## src/design/limit_order_book_matcher_macros.svh

```systemverilog
// Assertion macros shared by the order book matcher RTL.
// Depends on a clock named clock and an active high reset named reset in scope.
`ifndef LIMIT_ORDER_BOOK_MATCHER_MACROS_SVH
`define LIMIT_ORDER_BOOK_MATCHER_MACROS_SVH

// Checked property, ignored while reset is high.
`define OBM_ASSERT(name, prop, msg) \
   name: assert property (@(posedge clock) disable iff (reset) prop) else $error(msg);

// Checked property that also holds during reset.
`define OBM_ASSERT_ALWAYS(name, prop, msg) \
   name: assert property (@(posedge clock) prop) else $error(msg);

`endif

```

## src/design/obm_pkg.sv

```systemverilog
// Package for the order book matcher: sizes, codes and shared structs.
// Used by obm_book, obm_ctrl and the top level; depends on nothing.
`timescale 1ns / 1ps

package obm_pkg;

   localparam int BOOK_SLOTS = 32;
   localparam int IDX_W = $clog2(BOOK_SLOTS);
   localparam int CNT_W = $clog2(BOOK_SLOTS + 1);

   localparam logic [31:0] SEQ_MAX = 32'hFFFF_FFFF;

   typedef enum logic [1:0] {
      ACT_NEW,
      ACT_CANCEL,
      ACT_REDUCE,
      ACT_REPLACE
   } act_type;

   typedef enum logic [1:0] {
      TR_GTC,
      TR_IOC,
      TR_FOK,
      TR_POST
   } tr_type;

   localparam logic [2:0] EV_ACCEPTED  = 3'd0;
   localparam logic [2:0] EV_REJECTED  = 3'd1;
   localparam logic [2:0] EV_TRADE     = 3'd2;
   localparam logic [2:0] EV_RESTED    = 3'd3;
   localparam logic [2:0] EV_EXPIRED   = 3'd4;
   localparam logic [2:0] EV_CANCELLED = 3'd5;
   localparam logic [2:0] EV_REDUCED   = 3'd6;
   localparam logic [2:0] EV_REPLACED  = 3'd7;

   localparam logic [3:0] CAUSE_DUPLICATE = 4'd0;
   localparam logic [3:0] CAUSE_ZERO      = 4'd1;
   localparam logic [3:0] CAUSE_PRICE     = 4'd2;
   localparam logic [3:0] CAUSE_TYPE      = 4'd3;
   localparam logic [3:0] CAUSE_FILL      = 4'd4;
   localparam logic [3:0] CAUSE_CROSS     = 4'd5;
   localparam logic [3:0] CAUSE_OVERFLOW  = 4'd6;
   localparam logic [3:0] CAUSE_SEQUENCE  = 4'd7;
   localparam logic [3:0] CAUSE_UNKNOWN   = 4'd8;
   localparam logic [3:0] CAUSE_REDUCTION = 4'd9;
   localparam logic [3:0] CAUSE_FULL      = 4'd10;
   localparam logic [3:0] CAUSE_MARKET    = 4'd11;
   localparam logic [3:0] CAUSE_IOC       = 4'd12;

   typedef enum logic [3:0] {
      ST_IDLE,
      ST_START,
      ST_FIND,
      ST_ACT,
      ST_VSCAN,
      ST_DECIDE,
      ST_BEST,
      ST_TRADE,
      ST_AFTER,
      ST_FREE,
      ST_REST
   } st_type;

   // One slot as read from the book.
   typedef struct packed {
      logic              valid;
      logic              buy;
      logic signed [31:0] price;
      logic [31:0]       qty;
      logic [31:0]       id;
      logic [31:0]       prio;
   } slot_type;

   // Access to the book: one address for both read and write.
   typedef struct packed {
      logic [IDX_W-1:0]  addr;
      logic              put;
      logic              set_qty;
      logic              clear;
      logic              buy;
      logic signed [31:0] price;
      logic [31:0]       qty;
      logic [31:0]       id;
      logic [31:0]       prio;
   } bk_cmd_type;

   typedef struct packed {
      logic [2:0]        kind;
      logic [31:0]       number;
      logic [31:0]       subject;
      logic [31:0]       maker;
      logic signed [31:0] price;
      logic [31:0]       qty;
      logic signed [31:0] pprice;
      logic [31:0]       pqty;
      logic [3:0]        cause;
      logic              aggr;
      logic              kept;
      logic              last;
   } ev_type;

endpackage

```

## src/design/obm_if.sv

```systemverilog
// Handshake channels of the order book matcher: command words in, event words out.
// Stand-alone; no package dependency.
`timescale 1ns / 1ps

interface obm_req_if;
   logic              valid;
   logic              ready;
   logic [1:0]        action;
   logic [31:0]       order_tag;
   logic              buy_side;
   logic              is_market;
   logic [1:0]        time_rule;
   logic              price_present;
   logic signed [31:0] order_price;
   logic [31:0]       order_quantity;
   logic [31:0]       reduce_amount;

   modport source (output valid, action, order_tag, buy_side, is_market, time_rule,
                   price_present, order_price, order_quantity, reduce_amount,
                   input ready);
   modport sink (input valid, action, order_tag, buy_side, is_market, time_rule,
                 price_present, order_price, order_quantity, reduce_amount,
                 output ready);
endinterface


```

## src/design/obm_ctrl.sv

```systemverilog
// Command sequencer: walks the book one slot a cycle for lookup, validation,
// best-price search and free-slot search, then emits event words.
// Depends on obm_pkg, obm_if and the assertion macros.
`timescale 1ns / 1ps
`include "limit_order_book_matcher_macros.svh"

module obm_ctrl (
   input  logic                clock,
   input  logic                reset,
   obm_req_if.sink             req_port,
   input  logic                out_free,
   output logic                emit,
   output obm_pkg::ev_type     ev,
   output obm_pkg::bk_cmd_type cmd,
   input  obm_pkg::slot_type   rd
);
   import obm_pkg::*;

   localparam logic [32:0] SAT33 = {1'b1, 32'h0};

   st_type             state_ff, state_in;
   act_type            act_ff, act_in;
   tr_type             tif_ff, tif_in;
   logic [31:0]        id_ff, id_in, qty_ff, qty_in, red_ff, red_in;
   logic               buy_ff, buy_in, mkt_ff, mkt_in, hp_ff, hp_in;
   logic signed [31:0] price_ff, price_in, op_ff, op_in, bprice_ff, bprice_in;
   logic [31:0]        oq_ff, oq_in, bprio_ff, bprio_in, rem_ff, rem_in;
   logic               rep_ff, rep_in, found_ff, found_in, dup_ff, dup_in;
   logic               have_ff, have_in, hfree_ff, hfree_in;
   logic [IDX_W-1:0]   idx_ff, idx_in, fidx_ff, fidx_in, best_ff, best_in;
   logic [IDX_W-1:0]   free_ff, free_in;
   logic [32:0]        cq_ff, cq_in, lvl_ff, lvl_in;
   logic [CNT_W-1:0]   ccnt_ff, ccnt_in, fcnt_ff, fcnt_in;
   logic [31:0]        ectr_ff, ectr_in, pctr_ff, pctr_in;

   logic               last_idx, crosses, better, rest_ok, reject;
   logic [33:0]        cq_sum, lvl_sum;
   logic [31:0]        exec_q, rest_q, trade_q;
   logic [3:0]         cause_v;

   always_ff @(posedge clock) begin
      if (reset) begin
         state_ff <= ST_IDLE;
         ectr_ff  <= '0;
         pctr_ff  <= '0;
      end else begin
         state_ff <= state_in;
         ectr_ff  <= ectr_in;
         pctr_ff  <= pctr_in;
      end
   end

   always_ff @(posedge clock) begin
      act_ff <= act_in;     tif_ff <= tif_in;     id_ff <= id_in;
      qty_ff <= qty_in;     red_ff <= red_in;     buy_ff <= buy_in;
      mkt_ff <= mkt_in;     hp_ff <= hp_in;       price_ff <= price_in;
      op_ff <= op_in;       oq_ff <= oq_in;       bprice_ff <= bprice_in;
      bprio_ff <= bprio_in; rem_ff <= rem_in;     rep_ff <= rep_in;
      found_ff <= found_in; dup_ff <= dup_in;     have_ff <= have_in;
      hfree_ff <= hfree_in; idx_ff <= idx_in;     fidx_ff <= fidx_in;
      best_ff <= best_in;   free_ff <= free_in;   cq_ff <= cq_in;
      lvl_ff <= lvl_in;     ccnt_ff <= ccnt_in;   fcnt_ff <= fcnt_in;
   end

   // Per-slot datapath: last_idx ends every scan; the compares serve validation and best-price search.
   assign last_idx = (idx_ff == IDX_W'(BOOK_SLOTS - 1));
   assign crosses  = rd.valid && (rd.buy != buy_ff) &&
                     (mkt_ff || (buy_ff ? (rd.price <= price_ff) : (rd.price >= price_ff)));
   assign better   = !have_ff ||
                     ((rd.price != bprice_ff) ?
                      (buy_ff ? (rd.price < bprice_ff) : (rd.price > bprice_ff)) :
                      (rd.prio < bprio_ff));
   assign cq_sum   = {1'b0, cq_ff} + {2'b00, rd.qty};
   assign exec_q   = ({1'b0, qty_ff} > cq_ff) ? cq_ff[31:0] : qty_ff;
   assign rest_q   = (!mkt_ff && hp_ff && tif_ff != TR_IOC && tif_ff != TR_FOK) ?
                     (qty_ff - exec_q) : 32'd0;
   assign lvl_sum  = {1'b0, lvl_ff} + {2'b00, rest_q};
   assign trade_q  = (rem_ff < rd.qty) ? rem_ff : rd.qty;
   assign rest_ok  = rep_ff || (!mkt_ff && (tif_ff == TR_GTC || tif_ff == TR_POST));

   // Validation order: first failing check wins.
   always_comb begin
      reject  = 1'b1;
      cause_v = CAUSE_DUPLICATE;
      if (dup_ff && !rep_ff) begin
         cause_v = CAUSE_DUPLICATE;
      end else if (qty_ff == 32'd0) begin
         cause_v = CAUSE_ZERO;
      end else if (!mkt_ff && (!hp_ff || price_ff <= 32'sd0)) begin
         cause_v = CAUSE_PRICE;
      end else if (mkt_ff && hp_ff) begin
         cause_v = CAUSE_PRICE;
      end else if (mkt_ff && tif_ff != TR_IOC && tif_ff != TR_FOK) begin
         cause_v = CAUSE_TYPE;
      end else if (tif_ff == TR_FOK && exec_q < qty_ff) begin
         cause_v = CAUSE_FILL;
      end else if (tif_ff == TR_POST && ccnt_ff != '0) begin
         cause_v = CAUSE_CROSS;
      end else if (rest_q != 32'd0 && (|lvl_sum[33:32])) begin
         cause_v = CAUSE_OVERFLOW;
      end else if (rest_q != 32'd0 && pctr_ff == SEQ_MAX) begin
         cause_v = CAUSE_SEQUENCE;
      end else if (rest_q != 32'd0 && fcnt_ff == '0 && ccnt_ff == '0 && !rep_ff) begin
         cause_v = CAUSE_FULL;
      end else begin
         reject = 1'b0;
      end
   end

   always_comb begin
      state_in = state_ff;  act_in = act_ff;     tif_in = tif_ff;
      id_in = id_ff;        qty_in = qty_ff;     red_in = red_ff;
      buy_in = buy_ff;      mkt_in = mkt_ff;     hp_in = hp_ff;
      price_in = price_ff;  op_in = op_ff;       oq_in = oq_ff;
      bprice_in = bprice_ff; bprio_in = bprio_ff; rem_in = rem_ff;
      rep_in = rep_ff;      found_in = found_ff; dup_in = dup_ff;
      have_in = have_ff;    hfree_in = hfree_ff; idx_in = idx_ff;
      fidx_in = fidx_ff;    best_in = best_ff;   free_in = free_ff;
      cq_in = cq_ff;        lvl_in = lvl_ff;     ccnt_in = ccnt_ff;
      fcnt_in = fcnt_ff;    pctr_in = pctr_ff;

      req_port.ready = (state_ff == ST_IDLE);
      emit = 1'b0;
      ev = '0;
      ev.number = ectr_ff;
      ev.subject = id_ff;

      cmd = '0;
      case (state_ff)
         ST_ACT, ST_DECIDE: cmd.addr = fidx_ff;
         ST_TRADE:          cmd.addr = best_ff;
         ST_REST:           cmd.addr = free_ff;
         default:           cmd.addr = idx_ff;
      endcase

      case (state_ff)
         ST_IDLE: begin
            if (req_port.valid) begin
               act_in   = act_type'(req_port.action);
               id_in    = req_port.order_tag;
               buy_in   = req_port.buy_side;
               mkt_in   = req_port.is_market;
               tif_in   = tr_type'(req_port.time_rule);
               hp_in    = req_port.price_present;
               price_in = req_port.order_price;
               qty_in   = req_port.order_quantity;
               red_in   = req_port.reduce_amount;
               state_in = ST_START;
            end
         end
         ST_START: begin
            idx_in   = '0;
            found_in = 1'b0;
            dup_in   = 1'b0;
            rep_in   = 1'b0;
            cq_in    = '0;
            lvl_in   = '0;
            ccnt_in  = '0;
            fcnt_in  = '0;
            if (ectr_ff == SEQ_MAX) begin
               if (out_free) begin
                  emit = 1'b1;
                  ev.kind = EV_REJECTED;
                  ev.cause = CAUSE_SEQUENCE;
                  ev.last = 1'b1;
                  state_in = ST_IDLE;
               end
            end else if (act_ff == ACT_NEW) begin
               state_in = ST_VSCAN;
            end else begin
               state_in = ST_FIND;
            end
         end
         ST_FIND: begin
            if (rd.valid && rd.id == id_ff && !found_ff) begin
               found_in = 1'b1;
               fidx_in  = idx_ff;
            end
            idx_in = idx_ff + 1'b1;
            if (last_idx) begin
               state_in = ST_ACT;
            end
         end
         ST_ACT: begin
            if (out_free) begin
               ev.last = 1'b1;
               state_in = ST_IDLE;
               if (!found_ff) begin
                  emit = 1'b1;
                  ev.kind = EV_REJECTED;
                  ev.cause = CAUSE_UNKNOWN;
               end else if (act_ff == ACT_CANCEL) begin
                  cmd.clear = 1'b1;
                  emit = 1'b1;
                  ev.kind = EV_CANCELLED;
                  ev.qty = rd.qty;
               end else if (act_ff == ACT_REDUCE) begin
                  emit = 1'b1;
                  if (red_ff == 32'd0 || red_ff >= rd.qty) begin
                     ev.kind = EV_REJECTED;
                     ev.cause = CAUSE_REDUCTION;
                  end else begin
                     cmd.set_qty = 1'b1;
                     cmd.qty = rd.qty - red_ff;
                     ev.kind = EV_REDUCED;
                     ev.qty = rd.qty - red_ff;
                     ev.pqty = rd.qty;
                  end
               end else if (qty_ff == 32'd0) begin
                  emit = 1'b1;
                  ev.kind = EV_REJECTED;
                  ev.cause = CAUSE_ZERO;
               end else if (price_ff <= 32'sd0) begin
                  emit = 1'b1;
                  ev.kind = EV_REJECTED;
                  ev.cause = CAUSE_PRICE;
               end else if (price_ff == rd.price && qty_ff <= rd.qty) begin
                  cmd.set_qty = 1'b1;
                  cmd.qty = qty_ff;
                  emit = 1'b1;
                  ev.kind = EV_REPLACED;
                  ev.price = price_ff;
                  ev.qty = qty_ff;
                  ev.pprice = rd.price;
                  ev.pqty = rd.qty;
                  ev.kept = 1'b1;
               end else begin
                  // Moved replace: revalidate as a plain limit order on its own side.
                  ev.last = 1'b0;
                  buy_in = rd.buy;
                  mkt_in = 1'b0;
                  tif_in = TR_GTC;
                  hp_in = 1'b1;
                  op_in = rd.price;
                  oq_in = rd.qty;
                  rep_in = 1'b1;
                  idx_in = '0;
                  state_in = ST_VSCAN;
               end
            end
         end
         ST_VSCAN: begin
            if (!rd.valid) begin
               fcnt_in = fcnt_ff + 1'b1;
            end else begin
               if (crosses) begin
                  cq_in = (|cq_sum[33:32]) ? SAT33 : cq_sum[32:0];
                  ccnt_in = ccnt_ff + 1'b1;
               end
               if (!(rep_ff && idx_ff == fidx_ff) && rd.buy == buy_ff &&
                   rd.price == price_ff) begin
                  lvl_in = (|(({1'b0, lvl_ff} + {2'b00, rd.qty}) >> 32)) ? SAT33 :
                           33'({1'b0, lvl_ff} + {2'b00, rd.qty});
               end
               if (rd.id == id_ff) begin
                  dup_in = 1'b1;
               end
            end
            idx_in = idx_ff + 1'b1;
            if (last_idx) begin
               state_in = ST_DECIDE;
            end
         end
         ST_DECIDE: begin
            if (out_free) begin
               emit = 1'b1;
               idx_in = '0;
               have_in = 1'b0;
               rem_in = qty_ff;
               if (reject) begin
                  ev.kind = EV_REJECTED;
                  ev.cause = cause_v;
                  ev.last = 1'b1;
                  state_in = ST_IDLE;
               end else if (rep_ff) begin
                  cmd.clear = 1'b1;
                  ev.kind = EV_REPLACED;
                  ev.price = price_ff;
                  ev.qty = qty_ff;
                  ev.pprice = op_ff;
                  ev.pqty = oq_ff;
                  state_in = ST_BEST;
               end else begin
                  ev.kind = EV_ACCEPTED;
                  ev.qty = qty_ff;
                  state_in = (tif_ff == TR_POST) ? ST_AFTER : ST_BEST;
               end
            end
         end
         ST_BEST: begin
            if (crosses && better) begin
               have_in = 1'b1;
               best_in = idx_ff;
               bprice_in = rd.price;
               bprio_in = rd.prio;
            end
            idx_in = idx_ff + 1'b1;
            if (last_idx) begin
               state_in = have_in ? ST_TRADE : ST_AFTER;
            end
         end
         ST_TRADE: begin
            if (out_free) begin
               cmd.set_qty = 1'b1;
               cmd.qty = rd.qty - trade_q;
               cmd.clear = (rd.qty == trade_q);
               emit = 1'b1;
               ev.kind = EV_TRADE;
               ev.maker = rd.id;
               ev.price = rd.price;
               ev.qty = trade_q;
               ev.aggr = buy_ff;
               ev.last = (rem_ff == trade_q);
               rem_in = rem_ff - trade_q;
               idx_in = '0;
               have_in = 1'b0;
               state_in = (rem_ff == trade_q) ? ST_IDLE : ST_BEST;
            end
         end
         ST_AFTER: begin
            if (rest_ok) begin
               idx_in = '0;
               hfree_in = 1'b0;
               state_in = ST_FREE;
            end else if (out_free) begin
               emit = 1'b1;
               ev.kind = EV_EXPIRED;
               ev.qty = rem_ff;
               ev.cause = mkt_ff ? CAUSE_MARKET : CAUSE_IOC;
               ev.last = 1'b1;
               state_in = ST_IDLE;
            end
         end
         ST_FREE: begin
            if (!rd.valid && !hfree_ff) begin
               hfree_in = 1'b1;
               free_in = idx_ff;
            end
            idx_in = idx_ff + 1'b1;
            if (last_idx) begin
               state_in = ST_REST;
            end
         end
         ST_REST: begin
            if (out_free) begin
               cmd.put = 1'b1;
               cmd.buy = buy_ff;
               cmd.price = price_ff;
               cmd.qty = rem_ff;
               cmd.id = id_ff;
               cmd.prio = pctr_ff;
               if (pctr_ff != SEQ_MAX) begin
                  pctr_in = pctr_ff + 32'd1;
               end
               emit = 1'b1;
               ev.kind = EV_RESTED;
               ev.price = price_ff;
               ev.qty = rem_ff;
               ev.last = 1'b1;
               state_in = ST_IDLE;
            end
         end
         default: begin
            state_in = ST_IDLE;
         end
      endcase

      ectr_in = (emit && ectr_ff != SEQ_MAX) ? ectr_ff + 32'd1 : ectr_ff;
   end

   `OBM_ASSERT(a_busy_after_accept, req_port.valid && req_port.ready |=> !req_port.ready, "busy")
   `OBM_ASSERT(a_trade_has_rem, state_ff == ST_TRADE |-> rem_ff != 32'd0, "empty trade")
   `OBM_ASSERT(a_last_ends_run, emit && ev.last |=> state_ff == ST_IDLE, "run not ended")
   `OBM_ASSERT(a_counter_monotonic, !$past(reset) |-> ectr_ff >= $past(ectr_ff), "counter fell")

endmodule

```

## src/flat_wrapper.sv

```systemverilog
// flat-port wrapper written by rule: the top's interface ports become plain ports
module obm_ctrl_flat import obm_pkg::*;
  (clock, reset, out_free, emit, ev, cmd, rd, req_port_valid, req_port_action, req_port_order_tag, req_port_buy_side, req_port_is_market, req_port_time_rule, req_port_price_present, req_port_order_price, req_port_order_quantity, req_port_reduce_amount, req_port_ready);
  obm_req_if req_port_i ();
  input  logic clock;
  input  logic reset;
  input  logic out_free;
  output logic emit;
  output obm_pkg::ev_type ev;
  output obm_pkg::bk_cmd_type cmd;
  input  obm_pkg::slot_type rd;
  input wire logic [$bits(req_port_i.valid)-1:0] req_port_valid;
  input wire logic [$bits(req_port_i.action)-1:0] req_port_action;
  input wire logic [$bits(req_port_i.order_tag)-1:0] req_port_order_tag;
  input wire logic [$bits(req_port_i.buy_side)-1:0] req_port_buy_side;
  input wire logic [$bits(req_port_i.is_market)-1:0] req_port_is_market;
  input wire logic [$bits(req_port_i.time_rule)-1:0] req_port_time_rule;
  input wire logic [$bits(req_port_i.price_present)-1:0] req_port_price_present;
  input wire logic [$bits(req_port_i.order_price)-1:0] req_port_order_price;
  input wire logic [$bits(req_port_i.order_quantity)-1:0] req_port_order_quantity;
  input wire logic [$bits(req_port_i.reduce_amount)-1:0] req_port_reduce_amount;
  output wire logic [$bits(req_port_i.ready)-1:0] req_port_ready;
  assign req_port_i.valid = req_port_valid;
  assign req_port_i.action = req_port_action;
  assign req_port_i.order_tag = req_port_order_tag;
  assign req_port_i.buy_side = req_port_buy_side;
  assign req_port_i.is_market = req_port_is_market;
  assign req_port_i.time_rule = req_port_time_rule;
  assign req_port_i.price_present = req_port_price_present;
  assign req_port_i.order_price = req_port_order_price;
  assign req_port_i.order_quantity = req_port_order_quantity;
  assign req_port_i.reduce_amount = req_port_reduce_amount;
  assign req_port_ready = req_port_i.ready;
  obm_ctrl u_core (.clock(clock), .reset(reset), .req_port(req_port_i), .out_free(out_free), .emit(emit), .ev(ev), .cmd(cmd), .rd(rd));
endmodule
```

## config.mk

```make
export PLATFORM = sky130hd
export DESIGN_NAME = obm_ctrl_flat
export DESIGN_NICKNAME = d
export VERILOG_FILES = /design/src/design/obm_pkg.sv /design/src/design/obm_if.sv /design/src/design/obm_ctrl.sv /design/src/flat_wrapper.sv
export VERILOG_INCLUDE_DIRS = /design/src /design/src/design
export SDC_FILE = /design/constraint.sdc
export NUM_CORES = 2
export LEC_CHECK = 0
export ABC_CLOCK_PERIOD_IN_PS = 15100
export BUFFER_PORTS_ARGS = -buffer_cell sky130_fd_sc_hd__buf_2
export CORE_ASPECT_RATIO = 0.75
export CORE_MARGIN = 5
export CORE_UTILIZATION = 45
export DETAILED_ROUTE_END_ITERATION = 12
export PLACE_DENSITY_LB_ADDON = 0.1
export SYNTH_ARGS = -nofsm -noshare
export SYNTH_HDL_FRONTEND = slang
export SYNTH_SLANG_ARGS = --single-unit
export TNS_END_PERCENT = 5
```

## constraint.sdc

```tcl
create_clock -name clock -period 15.1 [get_ports clock]
set_input_delay 2.265 -clock clock [delete_from_list [all_inputs] [get_ports clock]]
set_output_delay 2.265 -clock clock [all_outputs]
set_load 0.02 [all_outputs]
```

==> results.yml <==
power:
  clkPwrFrac: 0.333
  sw_frac_of_total: 0.351
  vdd_drop_max_uv: 94.7
  leakagePower_nw: 20.4
  combPwrFrac: 0.289
  p_seq_frac: 0.377
  p_int_w: 0.00271
  power_density_nw_per_um2: 92.9
  p_switching_w: 0.00147
clock_tree:
  cts.repair.resized: 0
  cts_made_buffers: 54
  clock_path_buffers: 3
  cts_sinks: 466
  clockRootBuffer: "clkbuf_16"
  cts_hold_buf: 0
  cts_tree: "done"
  clk_latency_ns: 0.66
  post_cts_buffers: 0
  cts_max_level: 2
  clkTransAtPathRegs_ns: 0.06
worst_setup_path:
  critPathRequiredTime_ns: 12.84
  crit_path_start: "u_core.qty_ff[1]"
  r2r-start: "u_core.qty_ff[1]"
  endpoint_kind: "primary output"
  cp.arrival_ns: 9.86
  slowest_stage: "o41ai_1"
  path_max_fanout: 85
  critical_path_class: "register to primary output"
  cpPeakStageDelay_ns: 0.72
  r2r_cells: 32
  path_common_cell: "o21a_1"
  cp-start-kind: "register"
route:
  antenna_left: 0
  drt_iter0_drc: 4031
  wirelength_mm: 150
  wl_per_cell_um: 25.1
  vias: 36100
  drc_errors: 0
  viasPerCell: 6.04
  dr.pass1.iters: 6
place:
  dp_hpwl_mm: 117
  port_buffers: 641
  place.gp.congestion: 0.990
  dpl_worst_slack_ns: 3.84
floorplanning:
  die_x_um: 348
  fp.dieH_um: 264
  start_util: 0.452
  die_area_um2: 91900
  ios: 642
  rows: 93
  core_area_um2: 85500
timing:
  setup-tns-final_ns: 0
  hold_ws_ns: 0.495
  layout_min_cycle_time_ns: 12.12
  relSlewSlack: 0.134
  fin_crit_sh: 0.803
  hold_violations: 0
  max_freq_ghz: 0.0825
  rsz0062_at_grt: "no"
  setup_violations: 0
  fin_ws_ns: 2.98
  fin_skew_ns: 0.0332
  drv_slew: 0
  worstMarginPinSlew_ns: 1.27
logic_synthesis:
  synth-seq-cells: 466
  async_reset_ff_frac: 0
  synth-edff-count: 398
  synth_seq_area_share: 0.345
  ys_types: 93
  yosys_warnings: 0
  syn_avg_cell_area_um2: 9.18
  syn_inst: 4207
  ys.flop_type: "edfxtp_1"
  syn_area_um2: 38600
  synth_nets: 4907
global_route:
  antenna_found_initial: 8
  grt_pass1_wl_mm: 218
  grt_pass1_vias: 32700
  track_usage: 0.310
  grt_start_max_net_pins: 87
  overflow: 0
min_path:
  hold_path_depth: 2
  min_path_type: "register to register"
  min_from: "u_core.ectr_ff[26]"
layout:
  final_common_cell: "buf_2"
  final_cell_mix: "buf_2 (641), ha_1 (425), edfxtp_1 (398), a21oi_1 (350), inv_1 (336)"
  drive_gt1_frac: 0.192
  area_growth_pct: 16.3
  num-nets-final: 5490
outcome:
  status: "completed"
job:
  maxCapViolCount: 0
## flip-flops by register name, summed over array words and instances, names as in the netlist, 2 cells and up
signal,cells
u_core.act_ff,2
u_core.best_ff,5
u_core.bprice_ff,32
u_core.bprio_ff,32
u_core.ccnt_ff,6
u_core.cq_ff,33
u_core.ectr_ff,32
u_core.fcnt_ff,6
u_core.fidx_ff,5
u_core.free_ff,5
u_core.id_ff,32
u_core.idx_ff,5
u_core.lvl_ff,33
u_core.op_ff,32
u_core.oq_ff,32
u_core.pctr_ff,32
u_core.price_ff,32
u_core.qty_ff,32
u_core.red_ff,32
u_core.rem_ff,32
u_core.state_ff,4
u_core.tif_ff,2
## final timing paths
kind	slack (ns)	endpoint
worst max-delay path	2.98	ev[93]
worst max register to register	6.46	u_core.state_ff[3]
worst min register to register	0.49	u_core.ectr_ff[26]
worst min-delay path	0.49	u_core.ectr_ff[26]
## synth_stat cells, types with 10 or more instances
| library cell | number | area share |
|---|---|---|
| o31ai_4 | 55 | 0.030 |
| a221o_1 | 11 | 0.0028 |
| nor2b_1 | 55 | 0.0089 |
| nor3b_1 | 14 | 0.0027 |
| a21oi_1 | 351 | 0.045 |
| a211oi_1 | 27 | 0.0052 |
| nand3_1 | 80 | 0.010 |
| o21ai_0 | 181 | 0.023 |
| o21a_1 | 43 | 0.0084 |
| xor2_1 | 102 | 0.023 |
| and2_1 | 25 | 0.0040 |
| a221oi_1 | 22 | 0.0050 |
| or3_1 | 31 | 0.0050 |
| edfxtp_1 | 398 | 0.31 |
| inv_1 | 336 | 0.033 |
| a31oi_1 | 54 | 0.0087 |
| nor3_1 | 63 | 0.0082 |
| nor2_1 | 319 | 0.031 |
| nor4_1 | 51 | 0.0083 |
| a31o_2 | 15 | 0.0034 |
| o21bai_1 | 26 | 0.0051 |
| o31ai_1 | 50 | 0.0097 |
| a22o_1 | 20 | 0.0045 |
| clkbuf_1 | 123 | 0.012 |
| a22oi_1 | 45 | 0.0087 |
| buf_6 | 13 | 0.0038 |
| or2_2 | 16 | 0.0026 |
| a21o_1 | 164 | 0.032 |
| and3_1 | 128 | 0.021 |
| buf_1 | 12 | 0.0012 |
| mux2i_1 | 41 | 0.011 |
| ha_1 | 425 | 0.14 |
| o211ai_2 | 12 | 0.0039 |
| buf_2 | 18 | 0.0023 |
| o211ai_1 | 23 | 0.0045 |
| nand4_1 | 93 | 0.015 |
| or4_1 | 25 | 0.0049 |
| and4_1 | 12 | 0.0027 |
| o21ai_1 | 13 | 0.0017 |
| dfxtp_1 | 68 | 0.035 |
| nand2_1 | 320 | 0.031 |
| nand2b_1 | 47 | 0.0076 |
| xnor2_1 | 127 | 0.029 |
| a21boi_0 | 10 | 0.0019 |
## kinds of logic after synthesis
logic type | after synthesis | synth area share
adders and majority gates | 431 | 0.141
muxes | 44 | 0.0115
and+or+nand+nor | 1314 | 0.172
DFF | 466 | 0.345
AOI/OAI and AO/OA | 1217 | 0.227
buffers and inverters | 506 | 0.0524
xor gates and xnor gates | 229 | 0.0519
## stage by stage
| stage | area (um^2) | util | power [W] | cells |
|---|---|---|---|---|
| 3_5_place_dp | 43100 | 0.504 | 0.00277 | 5874 |
| 4_1_cts | 44900 | 0.525 | 0.00417 | 5976 |
| 5_1_grt | 44900 | 0.525 | 0.00436 | 5979 |
| 3_3_place_gp | 43100 | 0.504 | 0.00277 | 5874 |
| 2_1_floorplan | 38600 | - | 0.00239 | 4207 |
| 6_report | 44900 | 0.525 | 0.00417 | 5985 |
## power groups by stage
stage	Sequential [W]	Combinational (W)	Clock, W
2_1_floorplan	0.00157	0.000820	0
3_3_place_gp	0.00159	0.00117	0
3_5_place_dp	0.00160	0.00117	0
4_1_cts	0.00157	0.00118	0.00142
5_1_grt	0.00158	0.00132	0.00147
6_report	0.00157	0.00121	0.00139
## layer usage
layer,wire (um),GRT usage,vias up
li1,-,-,16900
met1,71700,0.494,17400
met2,59900,0.427,1696
met3,15300,0.0639,178
met4,3290,0.0645,0
met5,0,0,-
## critical path, delay by kind of cell, from the launching register on
kind                     cells  cell delay (ns)
adder cells (fa/ha/maj)      3             1.17
multiplexers                 1             0.22
AND/OR/NAND/NOR              9             1.62
AO/OA/AOI/OAI               16             4.36
buffers and inverters        3             0.91
flip-flops                   1             0.58
XOR/XNOR                     1             0.14
## final cells by class
class	count	area, um^2
fillers	8075	40600
multi-input cells	3235	23400
flip-flops and latches	466	13300
repair buffers	694	3620
well taps	1140	1430
clock buffers	63	1410
inverters	339	1270
clock inverters	39	430
diodes	9	22.5
No activity file was read; power rests on OpenSTA's default activity.
